**config.mk**
```make
export PLATFORM = sky130hd
export DESIGN_NAME = typed_message_queue
export DESIGN_NICKNAME = d
export VERILOG_FILES = /design/src/hdl/tmq_pkg.sv /design/src/hdl/tmq_cell.sv /design/src/hdl/typed_message_queue.sv
export SDC_FILE = /design/constraint.sdc
export NUM_CORES = 2
export LEC_CHECK = 0
export BUFFER_PORTS_ARGS = -buffer_cell sky130_fd_sc_hd__buf_2
export CAP_MARGIN = 0
export CORE_MARGIN = 1.5
export CORE_UTILIZATION = 30
export CTS_BUF_LIST = sky130_fd_sc_hd__clkbuf_4
export DETAILED_ROUTE_END_ITERATION = 16
export GPL_TIMING_DRIVEN = 0
export PLACE_DENSITY = 0.46
export SYNTH_ARGS = -nofsm -noshare
export SYNTH_HDL_FRONTEND = slang
export SYNTH_SLANG_ARGS = --single-unit
```
**constraint.sdc**
```tcl
create_clock -name i_clk -period 16.5 [get_ports i_clk]
set_input_delay 4.125 -clock i_clk [delete_from_list [all_inputs] [get_ports i_clk]]
set_output_delay 4.125 -clock i_clk [all_outputs]
set_load 0.02 [all_outputs]
```
**src/hdl/tmq_pkg.sv**
```systemverilog
// ----------------------------------------------------------------------------
// tmq_pkg
// Types and constants shared by the typed message queue and its cells.
// ----------------------------------------------------------------------------
package tmq_pkg;

    localparam int QUEUE_DEPTH_DEF = 16;

    localparam int TYPE_W    = 31;
    localparam int LENGTH_W  = 10;
    localparam int PAYLOAD_W = 64;
    localparam int WANT_W    = 32;
    localparam int STATUS_W  = 2;

    localparam logic CMD_SEND = 1'b0;
    localparam logic CMD_RECV = 1'b1;

    localparam logic [STATUS_W-1:0] ST_STORED   = 2'd0;
    localparam logic [STATUS_W-1:0] ST_DROPPED  = 2'd1;
    localparam logic [STATUS_W-1:0] ST_RECEIVED = 2'd2;
    localparam logic [STATUS_W-1:0] ST_NOMATCH  = 2'd3;

    typedef struct packed {
        logic                        cmd;
        logic [TYPE_W-1:0]           msg_type;
        logic [LENGTH_W-1:0]         msg_length;
        logic [PAYLOAD_W-1:0]        msg_payload;
        logic signed [WANT_W-1:0]    want_type;
    } t_req;

    typedef struct packed {
        logic [STATUS_W-1:0]  status;
        logic [TYPE_W-1:0]    got_type;
        logic [LENGTH_W-1:0]  got_length;
        logic [PAYLOAD_W-1:0] got_payload;
    } t_rsp;

    typedef struct packed {
        logic [TYPE_W-1:0]    msg_type;
        logic [LENGTH_W-1:0]  msg_length;
        logic [PAYLOAD_W-1:0] msg_payload;
    } t_slot;

    typedef struct packed {
        logic               send_go;
        logic               recv_go;
        logic               want_neg;
        logic [WANT_W-1:0]  want_val;
        t_slot              new_slot;
    } t_cell_ctl;

    typedef struct packed {
        logic  found;
        t_slot data;
    } t_chain;

endpackage

```
**src/hdl/tmq_cell.sv**
```systemverilog
// ----------------------------------------------------------------------------
// tmq_cell
// One queue slot: stores a message, tests it against the wanted type, passes
// the first-match token and the taken message down the row, and closes up
// over a removed slot by taking its neighbour's contents.
// ----------------------------------------------------------------------------
module tmq_cell (
    input  logic               i_clk,
    input  logic               i_rst_n,
    input  tmq_pkg::t_cell_ctl i_ctl,
    input  logic               i_prev_valid,
    input  logic               i_next_valid,
    input  tmq_pkg::t_slot     i_next_slot,
    input  tmq_pkg::t_chain    i_chain,
    output logic               o_valid,
    output tmq_pkg::t_slot     o_slot,
    output tmq_pkg::t_chain    o_chain
);
    import tmq_pkg::*;

    logic         r_valid;
    logic         n_valid;
    t_slot        r_slot;
    t_slot        n_slot;
    logic [WANT_W-1:0] type_ext;
    logic         hit;
    logic         take;
    t_slot        take_data;

    assign type_ext = {1'b0, r_slot.msg_type};

    always_comb begin
        if (i_ctl.want_neg) begin
            hit = r_valid && (type_ext <= i_ctl.want_val);
        end else begin
            hit = r_valid && (type_ext == i_ctl.want_val);
        end
    end

    assign take      = hit && !i_chain.found;
    assign take_data = take ? r_slot : '0;

    always_comb begin
        o_chain.found            = i_chain.found || hit;
        o_chain.data.msg_type    = i_chain.data.msg_type    | take_data.msg_type;
        o_chain.data.msg_length  = i_chain.data.msg_length  | take_data.msg_length;
        o_chain.data.msg_payload = i_chain.data.msg_payload | take_data.msg_payload;
    end

    always_comb begin
        n_valid = r_valid;
        n_slot  = r_slot;
        if (i_ctl.send_go && !r_valid && i_prev_valid) begin
            n_valid = 1'b1;
            n_slot  = i_ctl.new_slot;
        end else if (i_ctl.recv_go && o_chain.found) begin
            n_valid = i_next_valid;
            n_slot  = i_next_slot;
        end
    end

    always_ff @(posedge i_clk) begin
        if (!i_rst_n) begin
            r_valid <= 1'b0;
        end else begin
            r_valid <= n_valid;
        end
        r_slot <= n_slot;
    end

    assign o_valid = r_valid;
    assign o_slot  = r_slot;

endmodule

```
**src/hdl/typed_message_queue.sv**
```systemverilog
// ----------------------------------------------------------------------------
// typed_message_queue
// Mailbox of typed messages kept oldest first in a row of cells, with send
// and selective receive; a removed message is closed up over in order.
// ----------------------------------------------------------------------------
//  channel | direction | handshake                  | payload
//  req     | in        | i_req_valid / o_req_ready  | i_req (t_req)
//  rsp     | out       | o_rsp_valid / i_rsp_ready  | o_rsp (t_rsp)
//
//  Each transaction is first registered; then, in the work state, every
//  cell compares, the first-match token ripples along the row of
//  QUEUE_DEPTH cells and the row shifts or appends.
//  The response is held in an output register; a new request is taken while
//  it waits, and the work cycle waits only until that register is free.
//  Synchronous reset empties the queue; no clearing pass.
// ----------------------------------------------------------------------------
module typed_message_queue #(
    parameter int QUEUE_DEPTH = tmq_pkg::QUEUE_DEPTH_DEF
) (
    input  logic          i_clk,
    input  logic          i_rst_n,
    input  logic          i_req_valid,
    output logic          o_req_ready,
    input  tmq_pkg::t_req i_req,
    output logic          o_rsp_valid,
    input  logic          i_rsp_ready,
    output tmq_pkg::t_rsp o_rsp
);
    import tmq_pkg::*;

    typedef enum logic [1:0] {
        S_IDLE = 2'b01,
        S_EXEC = 2'b10
    } t_state;

    t_state    r_state;
    t_state    n_state;
    t_req      r_req;
    logic      r_rsp_valid;
    logic      n_rsp_valid;
    t_rsp      r_rsp;
    t_rsp      n_rsp;
    logic      exec;
    t_cell_ctl ctl;

    logic   cell_valid [QUEUE_DEPTH];
    t_slot  cell_slot  [QUEUE_DEPTH];
    t_chain chain      [QUEUE_DEPTH+1];

    assign o_req_ready = (r_state == S_IDLE);
    assign exec        = (r_state == S_EXEC) && (!r_rsp_valid || i_rsp_ready);

    always_comb begin
        ctl.send_go           = exec && (r_req.cmd == CMD_SEND);
        ctl.recv_go           = exec && (r_req.cmd == CMD_RECV);
        ctl.want_neg          = r_req.want_type[WANT_W-1];
        ctl.want_val          = ctl.want_neg ? WANT_W'(-r_req.want_type)
                                             : WANT_W'(r_req.want_type);
        ctl.new_slot.msg_type    = r_req.msg_type;
        ctl.new_slot.msg_length  = r_req.msg_length;
        ctl.new_slot.msg_payload = r_req.msg_payload;
    end

    assign chain[0] = '0;

    genvar g;
    generate
        for (g = 0; g < QUEUE_DEPTH; g++) begin : g_cell
            logic  prev_valid;
            logic  next_valid;
            t_slot next_slot;
            if (g == 0) begin : g_first
                assign prev_valid = 1'b1;
            end else begin : g_mid
                assign prev_valid = cell_valid[g-1];
            end
            if (g == QUEUE_DEPTH-1) begin : g_last
                assign next_valid = 1'b0;
                assign next_slot  = '0;
            end else begin : g_inner
                assign next_valid = cell_valid[g+1];
                assign next_slot  = cell_slot[g+1];
            end
            tmq_cell u_cell (
                .i_clk        (i_clk),
                .i_rst_n      (i_rst_n),
                .i_ctl        (ctl),
                .i_prev_valid (prev_valid),
                .i_next_valid (next_valid),
                .i_next_slot  (next_slot),
                .i_chain      (chain[g]),
                .o_valid      (cell_valid[g]),
                .o_slot       (cell_slot[g]),
                .o_chain      (chain[g+1])
            );
        end
    endgenerate

    always_comb begin
        n_state     = r_state;
        n_rsp_valid = r_rsp_valid;
        n_rsp       = r_rsp;
        if (r_rsp_valid && i_rsp_ready) begin
            n_rsp_valid = 1'b0;
        end
        case (r_state)
            S_IDLE: begin
                if (i_req_valid) begin
                    n_state = S_EXEC;
                end
            end
            S_EXEC: begin
                if (exec) begin
                    n_state     = S_IDLE;
                    n_rsp_valid = 1'b1;
                    n_rsp       = '0;
                    if (r_req.cmd == CMD_SEND) begin
                        n_rsp.status = cell_valid[QUEUE_DEPTH-1] ? ST_DROPPED : ST_STORED;
                    end else if (chain[QUEUE_DEPTH].found) begin
                        n_rsp.status      = ST_RECEIVED;
                        n_rsp.got_type    = chain[QUEUE_DEPTH].data.msg_type;
                        n_rsp.got_length  = chain[QUEUE_DEPTH].data.msg_length;
                        n_rsp.got_payload = chain[QUEUE_DEPTH].data.msg_payload;
                    end else begin
                        n_rsp.status = ST_NOMATCH;
                    end
                end
            end
            default: begin
                n_state = S_IDLE;
            end
        endcase
    end

    always_ff @(posedge i_clk) begin
        if (!i_rst_n) begin
            r_state     <= S_IDLE;
            r_rsp_valid <= 1'b0;
        end else begin
            r_state     <= n_state;
            r_rsp_valid <= n_rsp_valid;
        end
        r_rsp <= n_rsp;
        if (i_req_valid && o_req_ready) begin
            r_req <= i_req;
        end
    end

    assign o_rsp_valid = r_rsp_valid;
    assign o_rsp       = r_rsp;

endmodule

```
== Word level (Yosys, flattened, before mapping) ==
Index checks and enable logic that the tools add are counted.

* Div/mod/pow operators: 0
* Add/sub/neg operators: 1
* Reductions and logical operators: 166
* Multipliers: 0
* Shifts and indexed selects: 0
* Eq/ne operators: 20
* Bitwise operators: 46
* Multiplexer cells: 106
* $lt $le $gt $ge: 16

{| class="wikitable"
|+ Operators with widths
! kind !! count
|-
| two-way mux 105 bit || 48
|-
| OR 64 bit || 15
|-
| == test 31 x 32 -> 1 bit || 16
|-
| <= comparator 31 x 32 -> 1 bit || 16
|-
| OR 31 bit || 15
|-
| OR 10 bit || 15
|-
| logical AND 1 bit || 99
|-
| two-way mux 1 bit || 53
|-
| zero test 1 bit || 32
|-
| two-way mux 32 bit || 1
|-
| negation 32 bit || 1
|-
| nonzero test 2 bit || 16
|-
| logical OR 1 bit || 16
|-
| two-way mux 2 bit || 3
|-
| AND reduction 2 bit || 3
|-
| inequality test 2 bit (second input constant) || 2
|-
| case mux 2 bit (2 select lines) || 1
|-
| == test 2 x 1 -> 1 bit (second input constant) || 1
|-
| == test 2 bit (second input constant) || 1
|-
| inverter 1 bit || 1
|}

* Logic and storage cells: 430
* Register bits: 1944
* RAM bits: 0
* ROM bits: 0
* Memories: 0
* Bits of input ports: 142
* Bits in latches: 0

== Depth between registers and ports, before layout ==
* Depth after elaboration: 23
* Depth in mapped cells: 24
* Depth with buffers taken out: 19

== Hierarchy ==
From an unflattened synthesis, not the netlist that was laid out.

* Cells, all modules: 11994
* Area, all modules: 126707.8 um^2

{| class="wikitable"
|+ By module, submodules not included
! module !! area each (um^2) !! times used !! cells an instance
|-
| tmq_cell || 7358.3 || 16 || 719
|-
| typed_message_queue || 8974.9 || 1 || 490
|}

== Worst setup path after synthesis ==
No wires, ideal clock.

* Path type: input-to-reg
* Start: input i_rsp_ready
* End: register g_cell[0].u_cell.r_slot (netlist bit g_cell[0].u_cell.o_slot[0]) (enable)
* Data required time: 15.894 ns
* Setup time: 0.606 ns
* Slack: 3.526 ns
* Arrival time: 12.368 ns
* Stages on the path: 5
* Path through: nand2b_1 nand2b_1 inv_1 nand2_1 o22ai_1

* Cells in the longest elaborated chain, start to end: 5

{| class="wikitable"
|+ RTL lines
! element !! RTL line !! RTL
|-
| start, declared || typed_message_queue.sv:26 || <nowiki>input logic i_rsp_ready,</nowiki>
|-
| logical OR 1 bit * || typed_message_queue.sv:51 || <nowiki>assign exec = (r_state == S_EXEC) && (!r_rsp_valid || i_rsp_ready);</nowiki>
|-
| logical AND 1 bit * || typed_message_queue.sv:51 ||
|-
| logical AND 1 bit (on tied branches) || typed_message_queue.sv:55, typed_message_queue.sv:54 ||
|-
| logical AND 1 bit (on tied branches) || tmq_cell.sv:56, tmq_cell.sv:53 ||
|-
| nonzero test 2 bit (no source line) * || n/a ||
|-
| end signal, assigned || tmq_cell.sv:68 || <nowiki>r_slot <= n_slot;</nowiki>
|-
| end, declared || tmq_cell.sv:23 || <nowiki>t_slot r_slot;</nowiki>
|}

Every way passes the cells marked *; elsewhere a longest branch is shown, timed or not.
A chain may end at the register's enable or synchronous reset.

== Worst setup path after layout ==
* Start: register r_req (netlist bit ctl[137])
* End: register r_rsp (netlist bit o_rsp[77]), data pin

* Cells in the longest elaborated chain, start to end: 23

{| class="wikitable"
|+ RTL lines
! element !! RTL line !! RTL
|-
| start, declared || typed_message_queue.sv:38 || <nowiki>t_req r_req;</nowiki>
|-
| start signal, assigned || typed_message_queue.sv:145 || <nowiki>r_req <= i_req;</nowiki>
|-
| negation 32 bit || typed_message_queue.sv:57 || <nowiki>ctl.want_val = ctl.want_neg ? WANT_W'(-r_req.want_type)</nowiki>
|-
| two-way mux 32 bit || typed_message_queue.sv:57 ||
|-
| <= comparator 31 x 32 -> 1 bit or == test 31 x 32 -> 1 bit (tied branches) || tmq_cell.sv:34, tmq_cell.sv:36 ||
|-
| logical AND 1 bit (on tied branches) || tmq_cell.sv:34, tmq_cell.sv:36 ||
|-
| two-way mux 1 bit || tmq_cell.sv:33 || <nowiki>if (i_ctl.want_neg) begin</nowiki>
|-
| zero test 1 bit or logical OR 1 bit (tied branches) || tmq_cell.sv:40, tmq_cell.sv:44 ||
|-
| logical AND 1 bit (tied with other cells) || tmq_cell.sv:40 || <nowiki>assign take = hit && !i_chain.found;</nowiki>
|-
| two-way mux 105 bit (tied with other cells) || tmq_cell.sv:41 || <nowiki>assign take_data = take ? r_slot : '0;</nowiki>
|-
| OR 31 bit (tied with other cells) (13 in series) || tmq_cell.sv:45 || <nowiki>o_chain.data.msg_type = i_chain.data.msg_type | take_data.msg_type;</nowiki>
|-
| OR 31 bit or two-way mux 105 bit (tied branches) || tmq_cell.sv:45, tmq_cell.sv:41 ||
|-
| OR 31 bit || tmq_cell.sv:45 ||
|-
| end signal, assigned || typed_message_queue.sv:143 || <nowiki>r_rsp <= n_rsp;</nowiki>
|-
| end, declared || typed_message_queue.sv:41 || <nowiki>t_rsp r_rsp;</nowiki>
|}

Several ways; a longest one is shown, not always the timed one.

==> impl_metrics.py <==
metrics = {
    "synth": {
        "yosys.area.top_type": "edfxtp_1",
        "postSynthCellCount": 7286,
        "ys_types": 95,
        "yosys_reg_bits": 1944,
        "synth.yosys.warnings": 0,
        "syn-cell-area_um2": 102900,
        "synthMostInstantiatedCell": "edfxtp_1",
        "syn_nets": 7909,
        "ys_flop_type": "edfxtp_1",
        "synth_edf_count": 1925,
        "synth_area_leaders": "edfxtp_1 (56%), mux2_2 (17%), ha_1 (5.8%)",
        "synthArstFlopShare_pct": 0,
        "synth.yosys.seq_area_share_pct": 56.55,
        "ys_top_cells_by_count": "edfxtp_1 (1925), mux2_2 (1566), ha_1 (481)",
        "synth_largest_type_area_fraction_pct": 56.18,
        "syn_avg_cell_area_um2": 14.12,
    },
    "timing": {
        "slew_viol_final": 44,
        "setup_viol": 0,
        "setup_total_negative_slack_ns": 0,
        "period_minus_slack_ns": 13.07,
        "rsz_0062_raised_after_global_routing": "no",
        "hold_ws_ns": 0.5028,
        "max_slew.worst_pin.slew_ns": 1.599,
        "finalHoldViolCount": 0,
        "fmax_mhz": 76.49,
        "layout_worst_path_cycle_share_pct": 79.23,
        "fin_skew_ns": 0.1142,
        "slew_headroom_pct": -6.593,
    },
    "route": {
        "ant_nets": 0,
        "drtIter0Drc": 7235,
        "detail_routed_via_count_per_cell": 5.523,
        "drt_first_pass_iters": 6,
        "wl_final_um": 417100,
        "num_vias": 72720,
        "drc_errors": 0,
        "wl_per_cell_um": 31.68,
    },
    "final_layout": {
        "layout-area-overhead-vs-synth_pct": 16.13,
        "filler_free_cell_count_of_the_finished_design": 13170,
        "area_taken_by_flip_flops_and_latches_um2": 58190,
        "final_util_pct": 35.08,
        "n_fill_cell": 33590,
        "fraction_of_final_layout_cells_with_drive_strength_greater_than_1_pct": 35.17,
        "multi_input_area_um2": 42610,
        "final_net_count": 8839,
    },
    "setup_path": {
        "cp.arrival_ns": 14.23,
        "crit_path_max_fanout": 10,
        "worst-r2r-setup-slack_ns": 3.43,
        "critical_path_class": "reg2reg",
        "cp_data_required_time_ns": 17.66,
        "critPathCaptureType": "flip-flop",
        "crit_path_start_kind": "flip-flop",
    },
    "pwr": {
        "power_per_cell_area_nw_per_um2": 91.15,
        "leakage_nw": 38.99,
        "peakVddDrop_mv": 0.05427,
    },
    "clock_network": {
        "count_of_instances_resized_after_the_clock_tree_is_built": 0,
        "holdBufCountCts": 0,
        "cts.clk_slew.worst_paths_ns": 0.07,
        "htree_num_levels": 6,
        "tritoncts": "built",
        "clock-root-buffer": "clkbuf_4",
        "cts_setup_buffers": 0,
        "total_clock_sinks": 1944,
        "tritoncts.num_buffers": 586,
        "cts_max_path_buffers": 4,
        "worstSkewPairLatency_ns": 1.58,
    },
    "grt": {
        "number_of_global_route_vias_before_repair": 74340,
        "grtUsageTotal_pct": 23.43,
        "global_route_wire_length_before_repair_um": 573800,
        "globalRouteOverflowTotal": 0,
        "grt_antenna_before_repair": 49,
        "grt_start_max_net_pins": 68,
    },
    "status": {
        "run_status": "finished, violations left",
        "violations": "max-capacitance violations, max-slew violations",
    },
    "placed_design": {
        "place.gp.congestion": 0.9467,
        "hpwlAfterDp_um": 310100,
        "dp_cells": 12160,
        "port_buffers": 249,
    },
    "floorplanning": {
        "start_util_pct": 30.21,
        "chipWidth_um": 588.6,
        "die_y_um": 588.6,
        "die_area_um2": 346500,
        "core_area_um2": 340600,
        "io_pins": 251,
        "placementRows": 214,
    },
    "min_path": {
        "worst_min_path_class": "reg2reg",
    },
    "flow_run": {
        "maximum_capacitance_violations": 5,
    },
}
[cells by family after synthesis]
logic type / synth area share, %
AND/OR/NAND/NOR: 6.081
adder cells (fa/ha/maj): 5.869
AO/OA/AOI/OAI: 11.42
XOR/XNOR: 0.4645
flip-flops: 56.55
multiplexers: 17.17
buffers and inverters: 2.448
[layer usage]
layer / GRT usage (%) / vias to the layer above / wire length [um]
met5: 0.2189 / - / 232
met4: 11.09 / 18 / 20840
met3: 4.273 / 861 / 28750
met2: 38.25 / 3180 / 194200
met1: 29.97 / 36940 / 173100
li1: - / 31720 / -
[final timing paths]
| kind | start | depth (start not counted) | endpoint |
|---|---|---|---|
| max | ctl[137] | 21 | o_rsp[77] |
| min reg2reg | g_cell[4].u_cell.o_slot[52] | 1 | g_cell[3].u_cell.o_slot[52] |
| min | g_cell[4].u_cell.o_slot[52] | 1 | g_cell[3].u_cell.o_slot[52] |
| max reg2reg | ctl[137] | 21 | o_rsp[77] |
[flip-flops by register name (all words and copies together), names as in the netlist]
signal	cells
g_cell.u_cell.o_slot	1680
o_rsp	107
ctl	106
r_req	32
g_cell.u_cell.o_valid	16
r_state	2
o_rsp_valid	1
[per-stage QoR]
stage          instance area (um2)  setup WS [ns]  power [mW]
6_report                    119500          3.426       10.89
2_1_floorplan               102900          3.526       5.876
4_1_cts                     119400          3.770       11.04
3_3_place_gp                109800         -7.105       6.144
5_1_grt                     119400          3.663       11.33
3_5_place_dp                112200          3.841       6.187
[where the power goes]
part / internal (mW) / total (mW) / switching, mW
sequential: 5.39 / 5.45 / 0.0645
clock: 2.50 / 4.80 / 2.30
combinational: 0.228 / 0.642 / 0.414
[final cells by class]
type                       count  share of cell area (%)
multi-input combinational   4714                   35.66
tap                         4536                   4.750
inverter                      59                  0.1916
timing repair buffer         342                   2.650
sequential                  1944                   48.70
clock buffer                 843                   5.297
buffer                       569                   1.940
clock inverter               134                  0.7581
antenna                       26                 0.05445
[critical path, cell delays in order (launching register included)]
cell and delay [ns]:
edfxtp_1 0.70, buf_2 0.44, buf_1 0.93, clkbuf_1 0.64
clkbuf_1 0.65, o21ai_0 0.32, xor2_2 0.62, buf_8 0.25
ha_1 0.17, and4_1 0.29, o21ai_0 0.12, a311oi_1 0.83
nor3_1 0.27, o41a_1 0.48, a21oi_2 0.62, nor4b_2 0.65
nand3_1 0.58, nor3_2 0.88, buf_2 0.93, clkbuf_1 1.17
a22oi_1 0.17, a31oi_1 0.90
[cell usage in the layout (no fill, tap or decap), types with 147 or more instances in the layout]
master	n
ha_1	481
and2_1	216
a22oi_1	206
edfxtp_1	1925
nor2_1	179
a21oi_1	161
a221o_1	213
mux2_2	1566
clkbuf_1	443
nor3_1	147
clkbuf_4	843
buf_2	317
(Power assumes the default switching activity.)
